--- src/hw/rtl/scm_pkg.sv ---
// ----------------------------------------------------------------------------
// scm_pkg
// Shared sizes, command and status structs and controller states for the
// sigma-clipped mean unit.
// ----------------------------------------------------------------------------
package scm_pkg;

    localparam int SAMPLE_COUNT = 16;
    localparam int SAMPLE_BITS  = 16;

    localparam int IN_BITS      = 16;
    localparam int RAW_BITS     = 24;
    localparam int MEAN_BITS    = 24;
    localparam int COUNT_BITS   = 5;
    localparam int FRAC_BITS    = 8;
    localparam int COUNT_MAX    = 31;
    localparam int MEAN_MIN_MAG = 8388608;
    localparam int MEAN_MAX     = 8388607;

    localparam int IDX_BITS   = $clog2(SAMPLE_COUNT);
    localparam int CNT_BITS   = $clog2(SAMPLE_COUNT + 1);
    localparam int SUM_BITS   = SAMPLE_BITS + IDX_BITS + 1;
    localparam int SQ_BITS    = 2 * SAMPLE_BITS;
    localparam int SQSUM_BITS = 2 * SAMPLE_BITS + IDX_BITS;
    localparam int WIDE_BITS  = 2 * SUM_BITS;
    localparam int NUM_BITS   = SUM_BITS + FRAC_BITS;
    localparam int STEP_BITS  = $clog2(NUM_BITS);
    localparam int OUT_BITS   = ((MEAN_BITS + COUNT_BITS + 7) / 8) * 8;

    typedef struct packed {
        logic load;
        logic square;
        logic accum;
        logic spread_mul;
        logic spread_sub;
        logic rd;
        logic dev;
        logic dev_sq;
        logic cmp;
        logic div_init;
        logic div_step;
        logic finish;
    } t_cmd;

    typedef struct packed {
        logic batch_full;
        logic last_entry;
        logic div_done;
        logic out_free;
    } t_stat;

    typedef enum logic [11:0] {
        ST_IDLE       = 12'b0000_0000_0001,
        ST_SQUARE     = 12'b0000_0000_0010,
        ST_ACCUM      = 12'b0000_0000_0100,
        ST_SPREAD_MUL = 12'b0000_0000_1000,
        ST_SPREAD_SUB = 12'b0000_0001_0000,
        ST_READ       = 12'b0000_0010_0000,
        ST_DEV        = 12'b0000_0100_0000,
        ST_DEV_SQ     = 12'b0000_1000_0000,
        ST_CMP        = 12'b0001_0000_0000,
        ST_DIV_INIT   = 12'b0010_0000_0000,
        ST_DIV        = 12'b0100_0000_0000,
        ST_FINISH     = 12'b1000_0000_0000
    } t_state;

endpackage

--- src/hw/rtl/scm_ctrl.sv ---
// ----------------------------------------------------------------------------
// scm_ctrl
// Controller state machine: sequences loading, the clipping pass, the
// division and the hand-off to the output register.
// ----------------------------------------------------------------------------
module scm_ctrl (
    input  logic           i_clk,
    input  logic           i_rst_n,
    input  scm_pkg::t_stat i_stat,
    input  logic           i_s_tvalid,
    output logic           o_s_tready,
    output scm_pkg::t_cmd  o_cmd,
    output scm_pkg::t_state o_state
);
    import scm_pkg::*;

    t_state r_state;
    t_state n_state;

    always_ff @(posedge i_clk) begin
        if (!i_rst_n) begin
            r_state <= ST_IDLE;
        end else begin
            r_state <= n_state;
        end
    end

    always_comb begin
        n_state = r_state;
        o_cmd   = '0;
        case (r_state)
            ST_IDLE: begin
                o_cmd.load = i_s_tvalid;
                if (i_s_tvalid) begin
                    n_state = ST_SQUARE;
                end
            end
            ST_SQUARE: begin
                o_cmd.square = 1'b1;
                n_state      = ST_ACCUM;
            end
            ST_ACCUM: begin
                o_cmd.accum = 1'b1;
                n_state     = i_stat.batch_full ? ST_SPREAD_MUL : ST_IDLE;
            end
            ST_SPREAD_MUL: begin
                o_cmd.spread_mul = 1'b1;
                n_state          = ST_SPREAD_SUB;
            end
            ST_SPREAD_SUB: begin
                o_cmd.spread_sub = 1'b1;
                n_state          = ST_READ;
            end
            ST_READ: begin
                o_cmd.rd = 1'b1;
                n_state  = ST_DEV;
            end
            ST_DEV: begin
                o_cmd.dev = 1'b1;
                n_state   = ST_DEV_SQ;
            end
            ST_DEV_SQ: begin
                o_cmd.dev_sq = 1'b1;
                n_state      = ST_CMP;
            end
            ST_CMP: begin
                o_cmd.cmp = 1'b1;
                n_state   = i_stat.last_entry ? ST_DIV_INIT : ST_READ;
            end
            ST_DIV_INIT: begin
                o_cmd.div_init = 1'b1;
                n_state        = ST_DIV;
            end
            ST_DIV: begin
                o_cmd.div_step = 1'b1;
                if (i_stat.div_done) begin
                    n_state = ST_FINISH;
                end
            end
            ST_FINISH: begin
                o_cmd.finish = i_stat.out_free;
                if (i_stat.out_free) begin
                    n_state = ST_IDLE;
                end
            end
            default: begin
                n_state = ST_IDLE;
            end
        endcase
    end

    assign o_s_tready = (r_state == ST_IDLE);
    assign o_state    = r_state;

endmodule

--- src/hw/rtl/scm_datapath.sv ---
// ----------------------------------------------------------------------------
// scm_datapath
// Sample store, running sums, deviation test, serial divider and the
// output register of the sigma-clipped mean unit.
// ----------------------------------------------------------------------------
module scm_datapath (
    input  logic                             i_clk,
    input  logic                             i_rst_n,
    input  scm_pkg::t_cmd                    i_cmd,
    output scm_pkg::t_stat                   o_stat,
    input  logic [scm_pkg::IN_BITS-1:0]      i_sample,
    input  logic                             i_m_tready,
    output logic                             o_m_tvalid,
    output logic [scm_pkg::MEAN_BITS-1:0]    o_mean,
    output logic [scm_pkg::COUNT_BITS-1:0]   o_count
);
    import scm_pkg::*;

    localparam logic signed [SUM_BITS:0] N_CONST = (SUM_BITS + 1)'(SAMPLE_COUNT);

    logic [SAMPLE_BITS-1:0] r_mem [SAMPLE_COUNT];

    logic        [RAW_BITS-1:0]    w_raw;
    logic signed [SAMPLE_BITS-1:0] w_x;
    logic signed [SAMPLE_BITS-1:0] r_x;
    logic signed [SQ_BITS-1:0]     r_sq;
    logic signed [SUM_BITS-1:0]    r_sum;
    logic        [SQSUM_BITS-1:0]  r_sqsum;
    logic        [CNT_BITS-1:0]    r_fill;
    logic signed [WIDE_BITS-1:0]   r_s2;
    logic        [WIDE_BITS-1:0]   r_nq;
    logic signed [WIDE_BITS-1:0]   w_diff;
    logic        [WIDE_BITS-1:0]   r_spread;
    logic        [IDX_BITS-1:0]    r_idx;
    logic signed [SAMPLE_BITS-1:0] r_rdata;
    logic signed [SAMPLE_BITS-1:0] r_cx;
    logic signed [SUM_BITS:0]      w_dev;
    logic        [SUM_BITS-1:0]    r_mag;
    logic        [WIDE_BITS-1:0]   r_dsq;
    logic signed [SUM_BITS-1:0]    r_ksum;
    logic        [CNT_BITS-1:0]    r_kept;
    logic                          r_neg;
    logic        [SUM_BITS-1:0]    w_kmag;
    logic        [NUM_BITS-1:0]    r_quo;
    logic        [CNT_BITS-1:0]    r_rem;
    logic        [STEP_BITS-1:0]   r_step;
    logic        [CNT_BITS:0]      w_shift;
    logic        [CNT_BITS:0]      w_trial;
    logic                          w_ge;
    logic signed [NUM_BITS:0]      w_qsigned;
    logic        [MEAN_BITS-1:0]   w_mean;
    logic        [COUNT_BITS-1:0]  w_count;
    logic                          r_out_valid;
    logic        [MEAN_BITS-1:0]   r_out_mean;
    logic        [COUNT_BITS-1:0]  r_out_count;

    assign w_raw  = {{(RAW_BITS - IN_BITS){1'b0}}, i_sample};
    assign w_x    = w_raw[SAMPLE_BITS-1:0];
    assign w_diff = $signed(r_nq) - r_s2;
    assign w_dev  = (SUM_BITS + 1)'(r_rdata) * N_CONST - (SUM_BITS + 1)'(r_sum);
    assign w_kmag = r_ksum[SUM_BITS-1] ? SUM_BITS'(-r_ksum) : r_ksum;

    // Restoring division step: the remainder stays below the divisor when the divisor is nonzero.
    assign w_shift = {r_rem, r_quo[NUM_BITS-1]};
    assign w_ge    = (w_shift >= {1'b0, r_kept});
    assign w_trial = w_shift - {1'b0, r_kept};

    assign w_qsigned = r_neg ? -$signed({1'b0, r_quo}) : $signed({1'b0, r_quo});

    always_comb begin
        if (r_kept == '0) begin
            w_mean = '0;
        end else if (r_neg && (64'(r_quo) > 64'(MEAN_MIN_MAG))) begin
            w_mean = {1'b1, {(MEAN_BITS - 1){1'b0}}};
        end else if (!r_neg && (64'(r_quo) > 64'(MEAN_MAX))) begin
            w_mean = {1'b0, {(MEAN_BITS - 1){1'b1}}};
        end else begin
            w_mean = MEAN_BITS'(w_qsigned);
        end
        if (32'(r_kept) > 32'(COUNT_MAX)) begin
            w_count = COUNT_BITS'(COUNT_MAX);
        end else begin
            w_count = COUNT_BITS'(r_kept);
        end
    end

    always_ff @(posedge i_clk) begin
        if (i_cmd.load) begin
            r_mem[r_fill[IDX_BITS-1:0]] <= w_x;
        end
        if (i_cmd.rd) begin
            r_rdata <= r_mem[r_idx];
        end
    end

    always_ff @(posedge i_clk) begin
        if (i_cmd.load) begin
            r_x <= w_x;
        end
        if (i_cmd.square) begin
            r_sq <= r_x * r_x;
        end
        if (i_cmd.spread_mul) begin
            r_s2 <= r_sum * r_sum;
            r_nq <= WIDE_BITS'(r_sqsum) * WIDE_BITS'(SAMPLE_COUNT);
        end
        if (i_cmd.spread_sub) begin
            r_spread <= w_diff[WIDE_BITS-1] ? '0 : w_diff;
        end
        if (i_cmd.dev) begin
            r_cx  <= r_rdata;
            r_mag <= w_dev[SUM_BITS] ? SUM_BITS'(-w_dev) : w_dev[SUM_BITS-1:0];
        end
        if (i_cmd.dev_sq) begin
            r_dsq <= WIDE_BITS'(r_mag) * WIDE_BITS'(r_mag);
        end
        if (i_cmd.div_init) begin
            r_neg <= r_ksum[SUM_BITS-1];
            r_quo <= {w_kmag, {FRAC_BITS{1'b0}}};
            r_rem <= '0;
        end else if (i_cmd.div_step) begin
            r_quo <= {r_quo[NUM_BITS-2:0], w_ge};
            r_rem <= w_ge ? w_trial[CNT_BITS-1:0] : w_shift[CNT_BITS-1:0];
        end
        if (i_cmd.finish) begin
            r_out_mean  <= w_mean;
            r_out_count <= w_count;
        end
    end

    always_ff @(posedge i_clk) begin
        if (!i_rst_n) begin
            r_sum       <= '0;
            r_sqsum     <= '0;
            r_fill      <= '0;
            r_idx       <= '0;
            r_ksum      <= '0;
            r_kept      <= '0;
            r_step      <= '0;
            r_out_valid <= 1'b0;
        end else begin
            if (i_cmd.accum) begin
                r_sum   <= r_sum + SUM_BITS'(r_x);
                r_sqsum <= r_sqsum + SQSUM_BITS'($unsigned(r_sq));
                r_fill  <= r_fill + 1'b1;
            end
            if (i_cmd.spread_sub) begin
                r_idx  <= '0;
                r_ksum <= '0;
                r_kept <= '0;
            end
            if (i_cmd.cmp) begin
                r_idx <= r_idx + 1'b1;
                if (r_dsq <= r_spread) begin
                    r_ksum <= r_ksum + SUM_BITS'(r_cx);
                    r_kept <= r_kept + 1'b1;
                end
            end
            if (i_cmd.div_init) begin
                r_step <= '0;
            end else if (i_cmd.div_step) begin
                r_step <= r_step + 1'b1;
            end
            if (i_cmd.finish) begin
                r_sum       <= '0;
                r_sqsum     <= '0;
                r_fill      <= '0;
                r_out_valid <= 1'b1;
            end else if (i_m_tready) begin
                r_out_valid <= 1'b0;
            end
        end
    end

    assign o_stat.batch_full = (r_fill == CNT_BITS'(SAMPLE_COUNT - 1));
    assign o_stat.last_entry = (r_idx == IDX_BITS'(SAMPLE_COUNT - 1));
    assign o_stat.div_done   = (r_step == STEP_BITS'(NUM_BITS - 1));
    assign o_stat.out_free   = !r_out_valid || i_m_tready;

    assign o_m_tvalid = r_out_valid;
    assign o_mean     = r_out_mean;
    assign o_count    = r_out_count;

endmodule

--- src/hw/rtl/sigma_clipped_mean_unit.sv ---
// ----------------------------------------------------------------------------
// sigma_clipped_mean_unit
// Mean of a batch of signed samples after dropping those farther than one
// standard deviation from the batch mean.
//
// Samples enter on the s_axis channel, one item per sample. Every group of
// SAMPLE_COUNT items forms a batch, and one result item leaves on the m_axis
// channel per batch: the kept mean with 8 fraction bits and the kept count.
// Each sample is loaded, squared and accumulated in turn; the sample store is
// written once and read back in a second pass, where each entry is read, its
// deviation formed and squared, and then compared. After the last sample of a
// batch the result reaches the output register through the spread steps, the
// pass over the store and the one-bit-per-cycle divider.
// The result waits in an output register, so loading of the next batch goes
// on while the receiver stalls; a finished batch holds there until the
// previous result has been taken. Reset empties the batch and drops any
// pending result.
// ----------------------------------------------------------------------------
module sigma_clipped_mean_unit (
    input  logic                            i_clk,
    input  logic                            i_rst_n,
    input  logic                            s_axis_tvalid,
    output logic                            s_axis_tready,
    input  logic [scm_pkg::IN_BITS-1:0]     s_axis_tdata,  // [15:0] sample
    output logic                            m_axis_tvalid,
    input  logic                            m_axis_tready,
    output logic [scm_pkg::OUT_BITS-1:0]    m_axis_tdata   // [23:0] clipped_mean,
                                                           // [28:24] kept_count
);
    import scm_pkg::*;

    t_cmd                  w_cmd;
    t_stat                 w_stat;
    t_state                w_state;
    logic [MEAN_BITS-1:0]  w_mean;
    logic [COUNT_BITS-1:0] w_count;

    scm_ctrl u_ctrl (
        .i_clk      (i_clk),
        .i_rst_n    (i_rst_n),
        .i_stat     (w_stat),
        .i_s_tvalid (s_axis_tvalid),
        .o_s_tready (s_axis_tready),
        .o_cmd      (w_cmd),
        .o_state    (w_state)
    );

    scm_datapath u_datapath (
        .i_clk      (i_clk),
        .i_rst_n    (i_rst_n),
        .i_cmd      (w_cmd),
        .o_stat     (w_stat),
        .i_sample   (s_axis_tdata),
        .i_m_tready (m_axis_tready),
        .o_m_tvalid (m_axis_tvalid),
        .o_mean     (w_mean),
        .o_count    (w_count)
    );

    assign m_axis_tdata = {(OUT_BITS - MEAN_BITS - COUNT_BITS)'(0), w_count, w_mean};

    a_accept_to_square: assert property (@(posedge i_clk) disable iff (!i_rst_n)
        (s_axis_tvalid && s_axis_tready) |=> (w_state == ST_SQUARE))
        else $error("Accepted item did not start the square step.");

    a_result_from_finish: assert property (@(posedge i_clk) disable iff (!i_rst_n)
        $rose(m_axis_tvalid) |-> $past(w_state == ST_FINISH))
        else $error("Result appeared outside the finish step.");

    a_kept_nonzero: assert property (@(posedge i_clk) disable iff (!i_rst_n)
        m_axis_tvalid |-> (w_count != '0))
        else $error("Result reports no kept samples.");

endmodule

--- config.mk ---
export PLATFORM = sky130hd
export DESIGN_NAME = sigma_clipped_mean_unit
export DESIGN_NICKNAME = d
export VERILOG_FILES = /design/src/hw/rtl/scm_pkg.sv /design/src/hw/rtl/scm_ctrl.sv /design/src/hw/rtl/scm_datapath.sv /design/src/hw/rtl/sigma_clipped_mean_unit.sv
export SDC_FILE = /design/constraint.sdc
export NUM_CORES = 2
export LEC_CHECK = 0
export ABC_CLOCK_PERIOD_IN_PS = 8900
export BUFFER_PORTS_ARGS = -buffer_cell sky130_fd_sc_hd__buf_2
export CORE_ASPECT_RATIO = 0.8
export CORE_MARGIN = 2
export CORE_UTILIZATION = 55
export CTS_BUF_LIST = sky130_fd_sc_hd__clkbuf_8
export DETAILED_ROUTE_END_ITERATION = 10
export PLACE_DENSITY = 0.75
export SETUP_SLACK_MARGIN = 0.2
export SKIP_LAST_GASP = 1
export SLEW_MARGIN = 20
export SYNTH_ARGS = -nofsm -noshare
export SYNTH_HDL_FRONTEND = slang
export SYNTH_SLANG_ARGS = --single-unit
--- constraint.sdc ---
create_clock -name i_clk -period 8.9 [get_ports i_clk]
set_clock_uncertainty 0.15 [all_clocks]
set_input_delay 0.89 -clock i_clk [delete_from_list [all_inputs] [get_ports i_clk]]
set_output_delay 0.89 -clock i_clk [all_outputs]
set_load 0.01 [all_outputs]
# Word-level counts from Yosys, hierarchy flattened
# Memory sizes are Yosys's and may differ from the RTL's. A register that Yosys moved wholly into a read port is not among the register bits.
# Index checks and enable logic that the tools add are counted.
[op_classes]
eq_ne = 18
mux = 38
n_reduce_logical = 13
n_addsub = 13
mul = 3
magnitude_cmp = 4
bitwise_logic = 1
[ops]
columns = ["op", "n"]
rows = [
  ["$pmux W12 S12", 1],
  ["$mux W21", 5],
  ["$mul A21 B21 Y42", 2],
  ["$mux W24", 3],
  ["$mux W29", 2],
  ["$add A21 B16 Y21", 2],
  ["$le A42 B42 Y1", 1],
  ["$neg A21 Y21", 2],
  ["$sub A41 B42 Y42", 1],
  ["$add A36 B32 Y36", 1],
  ["$mux W12", 3],
  ["$mul A16 B16 Y32", 1],
  ["$gt A29 B23 Y1 const B", 1],
  ["$gt A29 B24 Y1 const B", 1],
  ["$neg A24 Y24", 1],
  ["$sub A20 B21 Y22", 1],
  ["$mux W5", 4],
  ["$mux W1", 16],
  ["$add A5 B1 Y5 const B", 3],
  ["$eq A12 B1 Y1 const B", 1],
  ["$eq A12 B10 Y1 const B", 1],
  ["$eq A12 B11 Y1 const B", 1],
  ["$eq A12 B12 Y1 const B", 1],
  ["$eq A12 B2 Y1 const B", 1],
  ["25 further kinds", 34],
]
[totals]
elab_cells = 116
inputBits = 20
mem_bits_rw = 256
mem_count = 1
out_inout_bits = 34
ff_bits = 421
[mem_list]
columns = ["memory", "words", "width", "read_ports", "rd_clocked_by_memory_dff", "wr", "line_no", "source"]
rows = [
  ["u_datapath.r_mem", 16, 16, 1, 1, 1, "scm_datapath.sv:21", "logic [SAMPLE_BITS-1:0] r_mem [SAMPLE_COUNT];"],
]

# Depth between registers and ports, before layout
[logic_depth]
ltp_word = 5
ltp_mapped = 29
ltp_nobuf = 28

# Hierarchy
# Synthesis repeated with hierarchy kept, for this count alone.
[hier_totals]
cells_unflattened = 6498
hier_area_um2 = 68963.6
[by_module_without_submodules]
columns = ["module", "cells_per_inst", "seq_area_each_um2", "area_per_inst_um2", "n_inst"]
rows = [
  ["scm_datapath", 6397, 19188.4, 68141.6, 1],
  ["scm_ctrl", 97, 240.2, 795.8, 1],
  ["sigma_clipped_mean_unit", 4, 0.0, 26.3, 1],
]

# Least setup slack after synthesis
# No wires, ideal clock.
[synth_path]
kind = "flip-flop to flip-flop"
start = "register u_datapath.r_sum[3]"
end = "register u_datapath.r_s2[41], data pin"
path_stages_with_launch = 26
path_buffers = 2
synth_period_minus_slack_ps = 7458
required_time_ps = 8484
path_slack_ps = 1442
arrival_ps = 7042
setup_ps = 266
path_cell_list = "dfxtp_1 -> buf_2 -> clkbuf_1 -> nand2_1 -> fa_1 -> inv_1 -> fa_1 -> inv_1 -> fa_1 -> inv_1 -> fa_1 -> fa_1 -> fa_1 -> inv_1 -> fa_1 -> inv_1 -> ha_1 -> a21o_1 -> a21o_1 -> a21oi_1 -> o21ai_0 -> a41oi_1 -> o21ai_0 -> a221o_1 -> mux2i_1 -> nand4_1"
[synth_via]
elab_chain_cells = 1
[synth_rtl]
columns = ["element", "line_no", "source"]
rows = [
  ["start: declaration", "scm_datapath.sv:27", "logic signed [SUM_BITS-1:0] r_sum;"],
  ["start signal: assignment", "scm_datapath.sv:143", "r_sum <= r_sum + SUM_BITS'(r_x);"],
  ["$mul A21 B21 Y42", "scm_datapath.sv:104", "r_s2 <= r_sum * r_sum;"],
  ["end signal: assignment", "scm_datapath.sv:104", ""],
  ["end: declaration", "scm_datapath.sv:30", "logic signed [WIDE_BITS-1:0] r_s2;"],
]
# No other way between the ends.
# A chain may end at the register's enable or synchronous reset.

# Worst setup path in the final report
[layout_path]
start = "register u_datapath.r_sum[19]"
end = "register u_datapath.r_s2[40], data pin"
# The elaborated chain is that of the path after synthesis.

==> flow_summary.ini <==
[run_status]
status = finished, final reports clean

[place]
hpwl_um = 133000
place.gp.congestion = 0.962
pre_cts_slack_ns = 0.715
port_buffers = 50
dp_cells = 8135

[clock_tree]
clk_latency_ns = 0.80
post_cts_buffers = 0
holdBufCountCts = 0
cts_tree = built
htreeDepth = 3
clk_path_buf_depth = 3
cts_inserted_buffers = 103
root_buffer = clkbuf_8
clkTransAtPathRegs_ns = 0.07
post_cts_resized = 0
clock-sinks = 688

[routing]
post_drt_wl_per_cell_um = 20.6
avgViaCountPerCell = 5.67
ant_nets = 0
drc = 0
first_iter_violations = 4130
vias = 47200
first_pass_iters = 6
wl_um = 172000

[synthesis]
ys.flop_type = edfxtp_1
async_reset_ff_share_pct = 0
ys_seq_area_share_pct = 28.2
synth_warnings = 0
synth_edf_count = 565
synthCells = 6538
yosysUniqueCellTypes = 92
yosys_register_bits = 688
syn_area_um2 = 68900
avgSynthCellArea_um2 = 10.5

[sta]
drv_slew = 0
period_needed_ns = 8.34
relSlewSlack_pct = 23.6
grt_setup_unrepaired = no
setup_slack_ns = 0.556
worst_pin_slew_ns = 1.15
fin_crit_sh_pct = 93.8
hold_violations = 0
timing.fmax_mhz = 120
setup_tns_ns = 0
finalSetupViolations = 0

[layout]
final_core_util_pct = 58.8
nNetsFinal = 8128
drive_gt1_share_pct = 6.55
synthToLayoutAreaGrowth_pct = 6.45
stdcell_count = 8331

[worst_setup_path]
crit_chain = buf_4 > inv_1 > nor2_1 > fa_1 > fa_1 > fa_1 > fa_1 > fa_1 > fa_1 > fa_1 > ha_1 > a21o_1 > a21oi_1 > nor2b_1 > o41ai_1 > nand3b_1 > a41oi_1 > o2bb2ai_1 > o21ai_0 > o41a_1 > xor2_1
path_common_cell = fa_1
r2r_slack_ns = 0.56
r2r_end = u_datapath.r_s2[40]
required_ns = 9.26
crit_family = adder cells
cp_data_arrival_time_ns = 8.71
worstSetupPathType = reg -> reg
end_kind = flop
crit_buf_inv = 2
startpoint_type = flop
r2r_cells = 21
regToRegStartpoint = u_datapath.r_sum[19]
cp_max_fo = 16
crit_slowest_cell = fa_1
max_stage_delay_ns = 0.58

[die]
core_um2 = 125000
die_w_um = 400
num_rows = 116
dieArea_um2 = 128000
start_util_pct = 55.3
io_pins = 54
die_y_um = 321

[power_and_ir_drop]
peakVddDrop_v = 0.00108
leakagePower_nw = 34.3
powerDensity_nw_per_um2 = 291

[worst_hold_path]
holdPathEnd = u_datapath.r_nq[21]
hold_start = u_datapath.r_sqsum[17]
min_path_cells = 0
holdCritPathClass = reg -> reg

[run]
drv_cap = 0

[grt]
grt_max_degree = 77
grt_pass1_vias = 48800
grt_overflow = 0
grt_pass1_wl_um = 272000
antenna_found_initial = 11
grtUsageTotal_pct = 27.6
-- placed cells by master (no fill, tap or decap), types with 45 or more instances in the layout --
| cell type | Yosys | routed |
|---|---|---|
| buf_2 | 7 | 50 |
| xnor2_1 | 181 | 181 |
| dfxtp_1 | 123 | 121 |
| nand2_1 | 540 | 540 |
| a21o_1 | 124 | 124 |
| xor2_1 | 111 | 111 |
| clkbuf_8 | 0 | 108 |
| mux4_2 | 80 | 80 |
| nand3_1 | 68 | 68 |
| nor3_1 | 73 | 70 |
| ha_1 | 550 | 550 |
| nor2_1 | 347 | 345 |
| a21oi_1 | 251 | 251 |
| a211oi_1 | 45 | 45 |
| nand4_1 | 49 | 49 |
| o21ai_0 | 154 | 153 |
| edfxtp_1 | 565 | 565 |
| inv_1 | 1390 | 1417 |
| and2_1 | 179 | 174 |
| fa_1 | 969 | 969 |
| buf_4 | 4 | 90 |
-- sequential cells by signal, indices dropped and copies added (netlist names), 12 cells and up --
register	flops
u_datapath.r_spread	40
u_datapath.r_ksum	21
u_datapath.r_mem	256
u_datapath.o_mean	24
u_datapath.r_mag	21
u_datapath.r_rdata	16
u_datapath.r_nq	36
u_datapath.r_cx	16
u_datapath.r_sqsum	36
u_datapath.r_s2	41
u_ctrl.o_state	12
u_datapath.r_sq	31
u_datapath.r_dsq	41
u_datapath.r_sum	21
u_datapath.r_quo	29
u_datapath.r_x	16
-- synthesized netlist by cell type, drive strengths merged (16+ instances only) --
cell type  instances  area [um^2]
inv             1395         5240
fa               969        19400
edfxtp           565        17000
ha               550         6880
nand2            540         2030
nor2             347         1300
a21oi            252         1270
xnor2            181         1590
and2             180         1130
clkbuf           171          642
o21ai            155          776
a21o             124          931
dfxtp            123         2460
xor2             111          972
mux4              80         1800
nor3              73          365
nand3             68          340
nand4             49          307
a211oi            47          363
and3              44          275
nor2b             43          269
o21a              43          323
nand2b            37          231
a31oi             33          206
o21bai            28          210
buf               26          121
or3               22          138
o31ai             20          150
or2               20          125
nor4              19          125
a21boi            18          135
mux2i             17          170
nor3b             16          131
-- worst max path at each step --
stage	cells after the start	from	end
2_1_floorplan	25	u_datapath.r_sum[3]	u_datapath.r_s2[41]
4_1_cts	21	u_datapath.r_sum[19]	u_datapath.r_s2[40]
6_report	21	u_datapath.r_sum[19]	u_datapath.r_s2[40]
3_3_place_gp	21	u_datapath.r_sum[19]	u_datapath.r_s2[40]
5_1_grt	24	u_datapath.r_sum[9]	u_datapath.r_s2[41]
3_5_place_dp	21	u_datapath.r_sum[19]	u_datapath.r_s2[40]
-- metal layers --
| metal | share of wire, % | global-route usage [%] | routed length, um |
|---|---|---|---|
| met1 | 43 | 39.6 | 73300 |
| met2 | 45 | 42.1 | 77200 |
| met3 | 9.5 | 6.28 | 16300 |
| met4 | 3.0 | 8.20 | 5150 |
| met5 | 0.0064 | 0 | 11 |
-- power by group --
part | internal, mW | total, mW | switching [mW]
clock network | 1.38 | 2.71 | 1.34
logic | 6.18 | 14.2 | 8.05
registers | 4.34 | 4.42 | 0.0794
total | 11.9 | 21.4 | 9.47
-- metrics by stage --
stage	hold slack, ns	area, um^2	total power, mW
floorplan	0.280	68900	15.2
global placement	0.303	71200	18.0
detailed placement	0.307	71200	18.4
CTS	0.259	73300	21.3
global route	0.308	73300	23.3
finish	0.303	73300	21.4
-- area by class of cell --
type | instances | area, um^2
antenna | 6 | 15.0
clock buffer | 108 | 1490
clock inverter | 81 | 618
fill | 10100 | 51300
inverter | 1402 | 5260
multi-input combinational | 4253 | 43500
sequential | 688 | 19400
tap | 1652 | 2070
timing repair buffer | 141 | 941
-- kinds of logic (layout without fill, tap and decap cells) --
logic type,count (synthesis),in the layout,synth area share (%)
buffers and inverters,1599,1732,8.75
adder cells (fa/ha/maj),1519,1519,38.2
AND/OR/NAND/NOR,1498,1498,10.3
AO/OA/AOI/OAI,840,840,7.93
flip-flops,688,688,28.2
XOR/XNOR,292,292,3.71
multiplexers,101,101,2.93
other,1,9,0.00544
No activity file was read; power rests on OpenSTA's default activity.
